**src/rtl/orle_pkg.sv**
```systemverilog
// ----------------------------------------------------------------------------
// orle_pkg: shared types and constants for the ordered record list engine
// Command and status codes, record layout, controller/datapath command bus.
// ----------------------------------------------------------------------------
package orle_pkg;

	localparam int Capacity = 16;
	localparam int IdxW     = $clog2(Capacity);
	localparam int CntW     = 8;

	typedef enum logic [2:0] {
		CMD_CLEAR    = 3'd0,
		CMD_INSERT   = 3'd1,
		CMD_SEARCH   = 3'd2,
		CMD_DELETE   = 3'd3,
		CMD_SORT_ASC = 3'd4,
		CMD_SORT_DSC = 3'd5,
		CMD_COUNT    = 3'd6,
		CMD_NOP      = 3'd7
	} cmd_t;

	localparam logic [2:0] ST_OK     = 3'd0;
	localparam logic [2:0] ST_FULL   = 3'd1;
	localparam logic [2:0] ST_BADPOS = 3'd2;
	localparam logic [2:0] ST_DUP    = 3'd3;
	localparam logic [2:0] ST_ABSENT = 3'd4;

	typedef struct packed {
		logic signed [31:0] key;
		logic [31:0]        price;
		logic [3:0]         month;
		logic [11:0]        year;
	} rec_t;

	// datapath operations issued by the controller
	typedef enum logic [2:0] {
		OP_IDLE,
		OP_READ,    // read entries at rd_a and rd_b (registered)
		OP_WRITE,   // write new record (wr_new) or read data a at wr_a
		OP_SWAP     // write at wr_a the other entry of the last read pair (rd_b data if wr_a is rd_a)
	} op_t;

	typedef struct packed {
		op_t             op;
		logic [IdxW-1:0] rd_a;
		logic [IdxW-1:0] rd_b;
		logic [IdxW-1:0] wr_a;
		logic            wr_new;  // write the incoming record, else read data a
	} dp_cmd_t;

	typedef struct packed {
		rec_t rec_a;
		rec_t rec_b;
	} dp_sts_t;

endpackage

```
**src/rtl/orle_if.sv**
```systemverilog
// ----------------------------------------------------------------------------
// orle_req_if / orle_rsp_if: valid/ready channels of the list engine
// ----------------------------------------------------------------------------
interface orle_req_if;
	logic               valid;
	logic               ready;
	logic [2:0]         command;
	logic signed [31:0] record_key;
	logic [31:0]        price_value;
	logic [3:0]         expiry_month;
	logic [11:0]        expiry_year;
	logic [7:0]         insert_position;
	modport source (output valid, command, record_key, price_value, expiry_month,
		expiry_year, insert_position, input ready);
	modport sink (input valid, command, record_key, price_value, expiry_month,
		expiry_year, insert_position, output ready);
endinterface

interface orle_rsp_if;
	logic       valid;
	logic       ready;
	logic [2:0] status;
	logic [7:0] found_position;
	logic [7:0] count_above;
	logic [7:0] list_size;
	modport source (output valid, status, found_position, count_above, list_size,
		input ready);
	modport sink (input valid, status, found_position, count_above, list_size,
		output ready);
endinterface

```
**src/rtl/orle_datapath.sv**
```systemverilog
// ----------------------------------------------------------------------------
// orle_datapath: record storage with two registered read ports, one write
// Swap writes the last read pair back crosswise, one entry per swap op.
// ----------------------------------------------------------------------------
module orle_datapath
	import orle_pkg::*;
(
	input  logic    clk,
	input  dp_cmd_t cmd,
	input  rec_t    new_rec,
	output dp_sts_t sts
);

	rec_t mem_q [Capacity];
	rec_t rd_a_q, rd_b_q;

	// storage and registered read data
	always_ff @(posedge clk) begin
		unique case (cmd.op)
			OP_READ: begin
				rd_a_q <= mem_q[cmd.rd_a];
				rd_b_q <= mem_q[cmd.rd_b];
			end
			OP_WRITE: begin
				mem_q[cmd.wr_a] <= cmd.wr_new ? new_rec : rd_a_q;
			end
			OP_SWAP: begin
				mem_q[cmd.wr_a] <= (cmd.wr_a == cmd.rd_a) ? rd_b_q : rd_a_q;
			end
			default: ;
		endcase
	end

	assign sts.rec_a = rd_a_q;
	assign sts.rec_b = rd_b_q;

endmodule

```
**src/rtl/orle_ctrl.sv**
```systemverilog
// ----------------------------------------------------------------------------
// orle_ctrl: command sequencer for the list engine
// Walks entries one or two per step, drives the datapath, builds the result.
// ----------------------------------------------------------------------------
module orle_ctrl
	import orle_pkg::*;
(
	input  logic    clk,
	input  logic    arst_n,
	orle_req_if.sink   req,
	orle_rsp_if.source rsp,
	output dp_cmd_t dcmd,
	output rec_t    new_rec,
	input  dp_sts_t dsts
);

	typedef enum logic [3:0] {
		S_IDLE, S_SCAN_RD, S_SCAN_CHK, S_INS_RD, S_INS_WR, S_INS_NEW,
		S_DEL_RD, S_DEL_WR, S_SORT_RD, S_SORT_CHK, S_SORT_SW2, S_RESP
	} state_t;

	state_t          state_q;
	cmd_t            cmd_q;
	rec_t            rec_q;
	logic [7:0]      pos_q;
	logic [CntW-1:0] size_q;
	logic [CntW-1:0] i_q, j_q;     // walk indexes, wide enough to hold size
	logic [CntW-1:0] cnt_q;
	logic [CntW-1:0] hit_q;        // 0-based index of match, size when absent
	logic [2:0]      status_q;
	logic [CntW-1:0] found_q;

	logic signed [31:0] ka, kb;
	logic               disorder;

	assign ka = dsts.rec_a.key;
	assign kb = dsts.rec_b.key;
	assign disorder = (cmd_q == CMD_SORT_DSC) ? (ka < kb) : (ka > kb);
	assign new_rec  = rec_q;

	assign req.ready          = (state_q == S_IDLE);
	assign rsp.valid          = (state_q == S_RESP);
	assign rsp.status         = status_q;
	assign rsp.found_position = found_q;
	assign rsp.count_above    = cnt_q;
	assign rsp.list_size      = size_q;

	// datapath command decode
	always_comb begin
		dcmd = '{op: OP_IDLE, rd_a: i_q[IdxW-1:0], rd_b: j_q[IdxW-1:0],
			wr_a: i_q[IdxW-1:0], wr_new: 1'b0};
		unique case (state_q)
			S_SCAN_RD, S_DEL_RD, S_SORT_RD: dcmd.op = OP_READ;
			S_INS_RD: begin
				dcmd.op   = OP_READ;
				dcmd.rd_a = j_q[IdxW-1:0] - 1'b1;
			end
			S_INS_WR: dcmd.op = OP_WRITE;
			S_INS_NEW: begin
				dcmd.op     = OP_WRITE;
				dcmd.wr_new = 1'b1;
			end
			S_DEL_WR: begin
				dcmd.op   = OP_WRITE;
				dcmd.wr_a = i_q[IdxW-1:0] - 1'b1;
			end
			S_SORT_CHK: begin
				dcmd.op = disorder ? OP_SWAP : OP_IDLE;
			end
			S_SORT_SW2: begin
				dcmd.op   = OP_SWAP;
				dcmd.wr_a = j_q[IdxW-1:0];
			end
			default: ;
		endcase
		if (state_q == S_INS_WR) dcmd.wr_a = j_q[IdxW-1:0];
	end

	// sequencer
	always_ff @(posedge clk or negedge arst_n) begin
		if (!arst_n) begin
			state_q  <= S_IDLE;
			size_q   <= '0;
			status_q <= ST_OK;
			found_q  <= '0;
			cnt_q    <= '0;
			i_q      <= '0;
			j_q      <= '0;
			hit_q    <= '0;
			cmd_q    <= CMD_NOP;
			rec_q    <= '0;
			pos_q    <= '0;
		end else begin
			unique case (state_q)
				S_IDLE: if (req.valid) begin
					cmd_q    <= cmd_t'(req.command);
					rec_q    <= '{key: req.record_key, price: req.price_value,
						month: req.expiry_month, year: req.expiry_year};
					pos_q    <= req.insert_position;
					status_q <= ST_OK;
					found_q  <= '0;
					cnt_q    <= '0;
					i_q      <= '0;
					j_q      <= '0;
					hit_q    <= size_q;
					unique case (cmd_t'(req.command))
						CMD_CLEAR: begin
							size_q  <= '0;
							state_q <= S_RESP;
						end
						CMD_INSERT, CMD_SEARCH, CMD_DELETE, CMD_COUNT:
							state_q <= (size_q == '0) ? S_SCAN_CHK : S_SCAN_RD;
						CMD_SORT_ASC, CMD_SORT_DSC: begin
							j_q     <= size_q - 1'b1;
							state_q <= (size_q < CntW'(2)) ? S_RESP : S_SORT_RD;
						end
						default: state_q <= S_RESP;
					endcase
				end
				// linear walk: entry i read, then compared
				S_SCAN_RD: state_q <= S_SCAN_CHK;
				S_SCAN_CHK: begin
					if (i_q < size_q) begin
						if (cmd_q == CMD_COUNT) begin
							if (dsts.rec_a.price > rec_q.price) cnt_q <= cnt_q + 1'b1;
						end else if (dsts.rec_a.key == rec_q.key && hit_q == size_q) begin
							hit_q <= i_q;
						end
					end
					if (i_q + 1'b1 < size_q && !(cmd_q != CMD_COUNT &&
							(hit_q != size_q || dsts.rec_a.key == rec_q.key))) begin
						i_q     <= i_q + 1'b1;
						state_q <= S_SCAN_RD;
					end else begin
						logic [CntW-1:0] h;
						h = (i_q < size_q && hit_q == size_q &&
							dsts.rec_a.key == rec_q.key) ? i_q : hit_q;
						state_q <= S_RESP;
						unique case (cmd_q)
							CMD_SEARCH: begin
								if (h == size_q) status_q <= ST_ABSENT;
								else found_q <= h + 1'b1;
							end
							CMD_DELETE: begin
								if (h == size_q) status_q <= ST_ABSENT;
								else begin
									i_q     <= h + 1'b1;
									state_q <= S_DEL_RD;
								end
							end
							CMD_INSERT: begin
								if (h != size_q) status_q <= ST_DUP;
								else if (size_q >= CntW'(Capacity)) status_q <= ST_FULL;
								else if (pos_q == '0 || pos_q > size_q + 1'b1)
									status_q <= ST_BADPOS;
								else begin
									j_q     <= size_q;
									i_q     <= pos_q - 1'b1;
									state_q <= (size_q == pos_q - 1'b1) ? S_INS_NEW : S_INS_RD;
								end
							end
							default: ;
						endcase
					end
				end
				// insert: move entry j-1 to j, downward to the insert slot
				S_INS_RD: state_q <= S_INS_WR;
				S_INS_WR: begin
					j_q     <= j_q - 1'b1;
					state_q <= (j_q - 1'b1 == i_q) ? S_INS_NEW : S_INS_RD;
				end
				S_INS_NEW: begin
					size_q  <= size_q + 1'b1;
					state_q <= S_RESP;
				end
				// delete: move entry i to i-1 upward, shrink once the tail is moved
				S_DEL_RD: begin
					if (i_q < size_q) state_q <= S_DEL_WR;
					else begin
						size_q  <= size_q - 1'b1;
						state_q <= S_RESP;
					end
				end
				S_DEL_WR: begin
					i_q     <= i_q + 1'b1;
					state_q <= S_DEL_RD;
				end
				// exchange sort: compare i with j, j from last down to i+1
				S_SORT_RD: state_q <= S_SORT_CHK;
				S_SORT_CHK: begin
					if (disorder) state_q <= S_SORT_SW2;
					else if (j_q - 1'b1 > i_q) begin
						j_q     <= j_q - 1'b1;
						state_q <= S_SORT_RD;
					end else if (i_q + CntW'(2) < size_q) begin
						i_q     <= i_q + 1'b1;
						j_q     <= size_q - 1'b1;
						state_q <= S_SORT_RD;
					end else state_q <= S_RESP;
				end
				S_SORT_SW2: begin
					if (j_q - 1'b1 > i_q) begin
						j_q     <= j_q - 1'b1;
						state_q <= S_SORT_RD;
					end else if (i_q + CntW'(2) < size_q) begin
						i_q     <= i_q + 1'b1;
						j_q     <= size_q - 1'b1;
						state_q <= S_SORT_RD;
					end else state_q <= S_RESP;
				end
				S_RESP: begin
					if (rsp.ready) state_q <= S_IDLE;
				end
				default: state_q <= S_IDLE;
			endcase
		end
	end

`ifndef NO_ASSERTIONS
	a_size_cap: assert property (@(posedge clk) disable iff (!arst_n)
		size_q <= CntW'(Capacity)) else $error("list size above capacity");
	a_one_beat: assert property (@(posedge clk) disable iff (!arst_n)
		!(req.ready && rsp.valid)) else $error("accept while result pending");
	a_found_search: assert property (@(posedge clk) disable iff (!arst_n)
		rsp.valid && found_q != '0 |-> cmd_q == CMD_SEARCH)
		else $error("found position outside search");
`endif

endmodule

```
**src/rtl/ordered_record_list_engine.sv**
```systemverilog
// Clear empties the list; search, delete and insert walk the list entry by entry
// up to a key match, count walks every entry; insert and delete then shift the
// entries behind the slot one at a time; sort compares pairs, swaps those out of order.
// One command in flight at a time; the result is held until taken.
// Reset (arst_n low) empties the list; record storage is not cleared.
// ----------------------------------------------------------------------------
// ordered_record_list_engine: packed record list with insert, delete, search, count, sort
// Sequencer in orle_ctrl, storage in orle_datapath.
// ----------------------------------------------------------------------------
module ordered_record_list_engine
	import orle_pkg::*;
(
	input  logic       clk,
	input  logic       arst_n,
	orle_req_if.sink   req,
	orle_rsp_if.source rsp
);

	dp_cmd_t dcmd;
	dp_sts_t dsts;
	rec_t    new_rec;

	orle_ctrl u_ctrl (
		.clk    (clk),
		.arst_n (arst_n),
		.req    (req),
		.rsp    (rsp),
		.dcmd   (dcmd),
		.new_rec(new_rec),
		.dsts   (dsts)
	);

	orle_datapath u_dp (
		.clk    (clk),
		.cmd    (dcmd),
		.new_rec(new_rec),
		.sts    (dsts)
	);

endmodule
```
**src/flat_wrapper.sv**
```systemverilog
// flat-port wrapper written by rule: the top's interface ports become plain ports
module ordered_record_list_engine_flat import orle_pkg::*;
  (clk, arst_n, req_valid, req_command, req_record_key, req_price_value, req_expiry_month, req_expiry_year, req_insert_position, req_ready, rsp_valid, rsp_status, rsp_found_position, rsp_count_above, rsp_list_size, rsp_ready);
  orle_req_if req_i ();
  orle_rsp_if rsp_i ();
  input  logic clk;
  input  logic arst_n;
  input wire logic [$bits(req_i.valid)-1:0] req_valid;
  input wire logic [$bits(req_i.command)-1:0] req_command;
  input wire logic [$bits(req_i.record_key)-1:0] req_record_key;
  input wire logic [$bits(req_i.price_value)-1:0] req_price_value;
  input wire logic [$bits(req_i.expiry_month)-1:0] req_expiry_month;
  input wire logic [$bits(req_i.expiry_year)-1:0] req_expiry_year;
  input wire logic [$bits(req_i.insert_position)-1:0] req_insert_position;
  output wire logic [$bits(req_i.ready)-1:0] req_ready;
  output wire logic [$bits(rsp_i.valid)-1:0] rsp_valid;
  output wire logic [$bits(rsp_i.status)-1:0] rsp_status;
  output wire logic [$bits(rsp_i.found_position)-1:0] rsp_found_position;
  output wire logic [$bits(rsp_i.count_above)-1:0] rsp_count_above;
  output wire logic [$bits(rsp_i.list_size)-1:0] rsp_list_size;
  input wire logic [$bits(rsp_i.ready)-1:0] rsp_ready;
  assign req_i.valid = req_valid;
  assign req_i.command = req_command;
  assign req_i.record_key = req_record_key;
  assign req_i.price_value = req_price_value;
  assign req_i.expiry_month = req_expiry_month;
  assign req_i.expiry_year = req_expiry_year;
  assign req_i.insert_position = req_insert_position;
  assign req_ready = req_i.ready;
  assign rsp_valid = rsp_i.valid;
  assign rsp_status = rsp_i.status;
  assign rsp_found_position = rsp_i.found_position;
  assign rsp_count_above = rsp_i.count_above;
  assign rsp_list_size = rsp_i.list_size;
  assign rsp_i.ready = rsp_ready;
  ordered_record_list_engine u_core (.clk(clk), .arst_n(arst_n), .req(req_i), .rsp(rsp_i));
endmodule
```
**config.mk**
```make
export PLATFORM = sky130hd
export DESIGN_NAME = ordered_record_list_engine_flat
export DESIGN_NICKNAME = d
export VERILOG_FILES = /design/src/rtl/orle_pkg.sv /design/src/rtl/orle_if.sv /design/src/rtl/orle_datapath.sv /design/src/rtl/orle_ctrl.sv /design/src/rtl/ordered_record_list_engine.sv /design/src/flat_wrapper.sv
export SDC_FILE = /design/constraint.sdc
export NUM_CORES = 2
export LEC_CHECK = 0
export BUFFER_PORTS_ARGS = -buffer_cell sky130_fd_sc_hd__buf_2
export CORE_UTILIZATION = 45
export DETAILED_ROUTE_END_ITERATION = 8
export GPL_ROUTABILITY_DRIVEN = 1
export PLACE_DENSITY = 0.6
export SLEW_MARGIN = 30
export SYNTH_ARGS = -nofsm -noshare
export SYNTH_HDL_FRONTEND = slang
export SYNTH_HIERARCHICAL = 1
export SYNTH_SLANG_ARGS = --single-unit
```
**constraint.sdc**
```tcl
create_clock -name clk -period 19.2 [get_ports clk]
set_input_delay 0.96 -clock clk [delete_from_list [all_inputs] [get_ports clk]]
set_output_delay 0.96 -clock clk [all_outputs]
set_load 0.03 [all_outputs]
```
==> metrics.md <==
| Metric | Value |
|---|---|
| Clock buffer depth | 3 |
| H-tree depth reported by CTS | 4 |
| IO Pins | 124 |
| Number of global-route vias before repair | 36,400 |
| Worst VDD drop | approximately 0.00017 V |
| RSZ-0062 raised after global routing | false |
| Period utilization | 34.6% |
| Commonest cells after routing, fill and taps aside | edfxtp_1, mux4_2, nand2_1 |
| Endpoint class of the critical path | flip-flop |
| Crit path required time | 19.70 ns |
| Fin nets | between 4,000 and 5,000 |
| Initial antenna violation count | 3 |
| WL final | between 150 and 200 mm |
| Switching power | approximately 4.3 mW |
| Fin Setup TNS | 0 ns |
| CTS Root Cell | clkbuf_16 |
| DRT antenna net count | 0 |
| Most common cell after layout, fill and taps aside | edfxtp_1 |
| Worst Skew | roughly 0.035 ns |
| Worst Path Arrival | 7.15 ns |
| First-pass GRT wire length | 251 mm |
| Post-synthesis cell count | ~3,800 |
| Drt via density | approximately 6.4 |
| Placed cell count | around 5,400 |
| Reg2reg end | u_core/u_dp/mem_q[11][59] |
| GPL Wtd Cong | 0.873 |
| R2R Path Start | u_core/u_dp/sts[141] |
| Hold_buf cts | 0 |
| Core area | 135,000 µm² |
| Layout area overhead | 11.6% |
| Vias | 36,500 |
| Worst setup SP type | flip-flop |
| Largest net degree at the start of global routing | 150 |
| # fillers | 11,000 |
| Crit path time final | 6.65 ns |
| CTS tree | done |
| Post-detail-place hpwl | ~95 mm |
| Largest fanout on the critical path | 43 |
| Cell Pwr Density | ~170 nW/µm² |
| Average routed wire per standard cell | 30.5 µm |
| Syn_nets | 3,980 |
| Combinational share of power | about 40% |
| Initial Util | 45.3% |
| Max-cap violations | 0 |
| Post-Syn Area | 61,300 µm² |
| Status | completed |
| DRC viols | 0 |
| Final setup fails | 0 |
| Grt ovf | 0 |
| Row Count | ~140 |
| Yosys warnings | 6 |
| Die area | about 140,000 µm² |
| Total GRT Usage | 25.4% |
| Switch share | 36.6% |
| Clock power frac | 23.0% |
| Non-Filler Instances | 5,694 |
| Clock slew at reported path FFs | 0.06 ns |
| Resized cells post-CTS | 0 |
| Static Leakage | 23.1 nW |
| R2r setup slk | around 13 ns |
| Worst hold path class | in2async |
| Post-Syn Area per Cell | 16.3 µm² |
| Worst slew margin | 26.3% |
| Worst Tran Pin Value | 1.11 ns |
| Fmax | 150 MHz |
| PortBufs | 107 |
| Diodes inserted | 0 |
| Post-CTS repair timing setup buffer count | 0 |
| Flop pwr share | between 30% and 40% |
| Sinks on Clock Net | 1,282 |
| Slew Viols, Final | 0 |
| Total Power | 11.7 mW |
| Iter 0 DRT Violations | about 3,600 |
| Num CTS Buffers | 139 |
| Worst R2R Path Depth | 17 |
| Die width | 371 µm |
| P_int | 7.41 mW |
| Share of cells above drive strength 1 | 24.6% |
| Pre-antenna DRT Iters | 6 |
| Finished Core Util | 50.6% |
| Die Y-Extent | roughly 370 µm |
| Clk_lat worst skew | roughly 0.80 ns |
| Final Hold Vio Count | 0 |
| CP Class | reg2reg |
[worst max-delay path: stages, from the launching register on]
cell and delay [ns]:
edfxtp_1 0.46, ha_1 0.32, nand3_1 0.17, or4_1 0.68, a21o_1 0.21, a31oi_1 0.27, nor2_1 0.10, xnor2_1 0.14
o22ai_1 0.44, o21ai_0 0.14, nand2_1 0.07, o21ai_0 0.15, nor2b_1 0.27, and3_2 0.23, buf_4 0.31, a21oi_4 0.88
buf_4 0.82, a221o_1 0.65
[power by group through the flow]
stage / sequential, mW / combinational [mW] / clock (mW)
final: 4.30 / 4.70 / 2.68
after global routing: 4.34 / 5.06 / 2.83
after CTS: 4.31 / 4.68 / 2.73
after detailed placement: 4.36 / 4.66 / 0
after global placement: 4.37 / 4.60 / 0
after floorplan: 4.24 / 3.36 / 0
[how the worst max path moves through the flow]
stage | startpoint | to | slack (ns) | cells past startpoint
global placement | u_core/u_dp/sts[137] | u_core/u_dp/mem_q[8][56] | 12.76 | 17
detailed placement | u_core/u_dp/sts[141] | u_core/u_dp/mem_q[8][56] | 12.73 | 17
floorplan | u_core/u_dp/sts[143] | u_core/u_dp/sts[100] | 6.54 | 12
finish | u_core/u_dp/sts[141] | u_core/u_dp/mem_q[11][59] | 12.55 | 17
CTS | u_core/u_dp/sts[141] | u_core/u_dp/mem_q[13][30] | 12.65 | 17
global route | u_core/u_dp/sts[141] | u_core/u_dp/mem_q[2][27] | 12.37 | 17
[metal layers]
layer | vias up | share of wire (%) | track usage, %
li1 | 15400 | - | -
met1 | 19100 | 40 | 34.3
met2 | 1676 | 49 | 42.1
met3 | 349 | 7.9 | 4.35
met4 | 4 | 3.2 | 8.26
met5 | - | 0.013 | 0
[cell type report]
type	count	area (µm²)	area share, %
multi-input cells	2077	22000	32.1
repair buffers	187	1340	1.96
well taps	1781	2230	3.26
clock buffers	203	3970	5.80
clock inverters	55	623	0.911
flip-flops and latches	1282	37900	55.3
inverters	109	409	0.598
[flip-flops by register name (all words and copies together), names as in the netlist]
register	count
u_core/u_dp/mem_q	1024
u_core/u_dp/sts	128
u_core/u_ctrl/new_rec	64
u_core/u_ctrl/hit_q	8
u_core/u_ctrl/i_q	8
u_core/u_ctrl/j_q	8
u_core/u_ctrl/pos_q	8
u_core/u_ctrl/rsp.count_above	8
u_core/u_ctrl/rsp.found_position	8
u_core/u_ctrl/rsp.list_size	8
u_core/u_ctrl/state_q	4
u_core/u_ctrl/cmd_q	3
u_core/u_ctrl/rsp.status	3
[stage by stage]
stage | cell area, µm² | hold WS (ns) | setup WS, ns
4_1_cts | 68300 | 0.213 | 12.65
5_1_grt | 68400 | 0.242 | 12.37
3_5_place_dp | 63700 | 0.490 | 12.73
6_report | 68400 | 0.226 | 12.55
3_3_place_gp | 63600 | 0.486 | 12.76
2_1_floorplan | 61300 | 0.463 | 6.54
No activity file was read; power rests on OpenSTA's default activity.
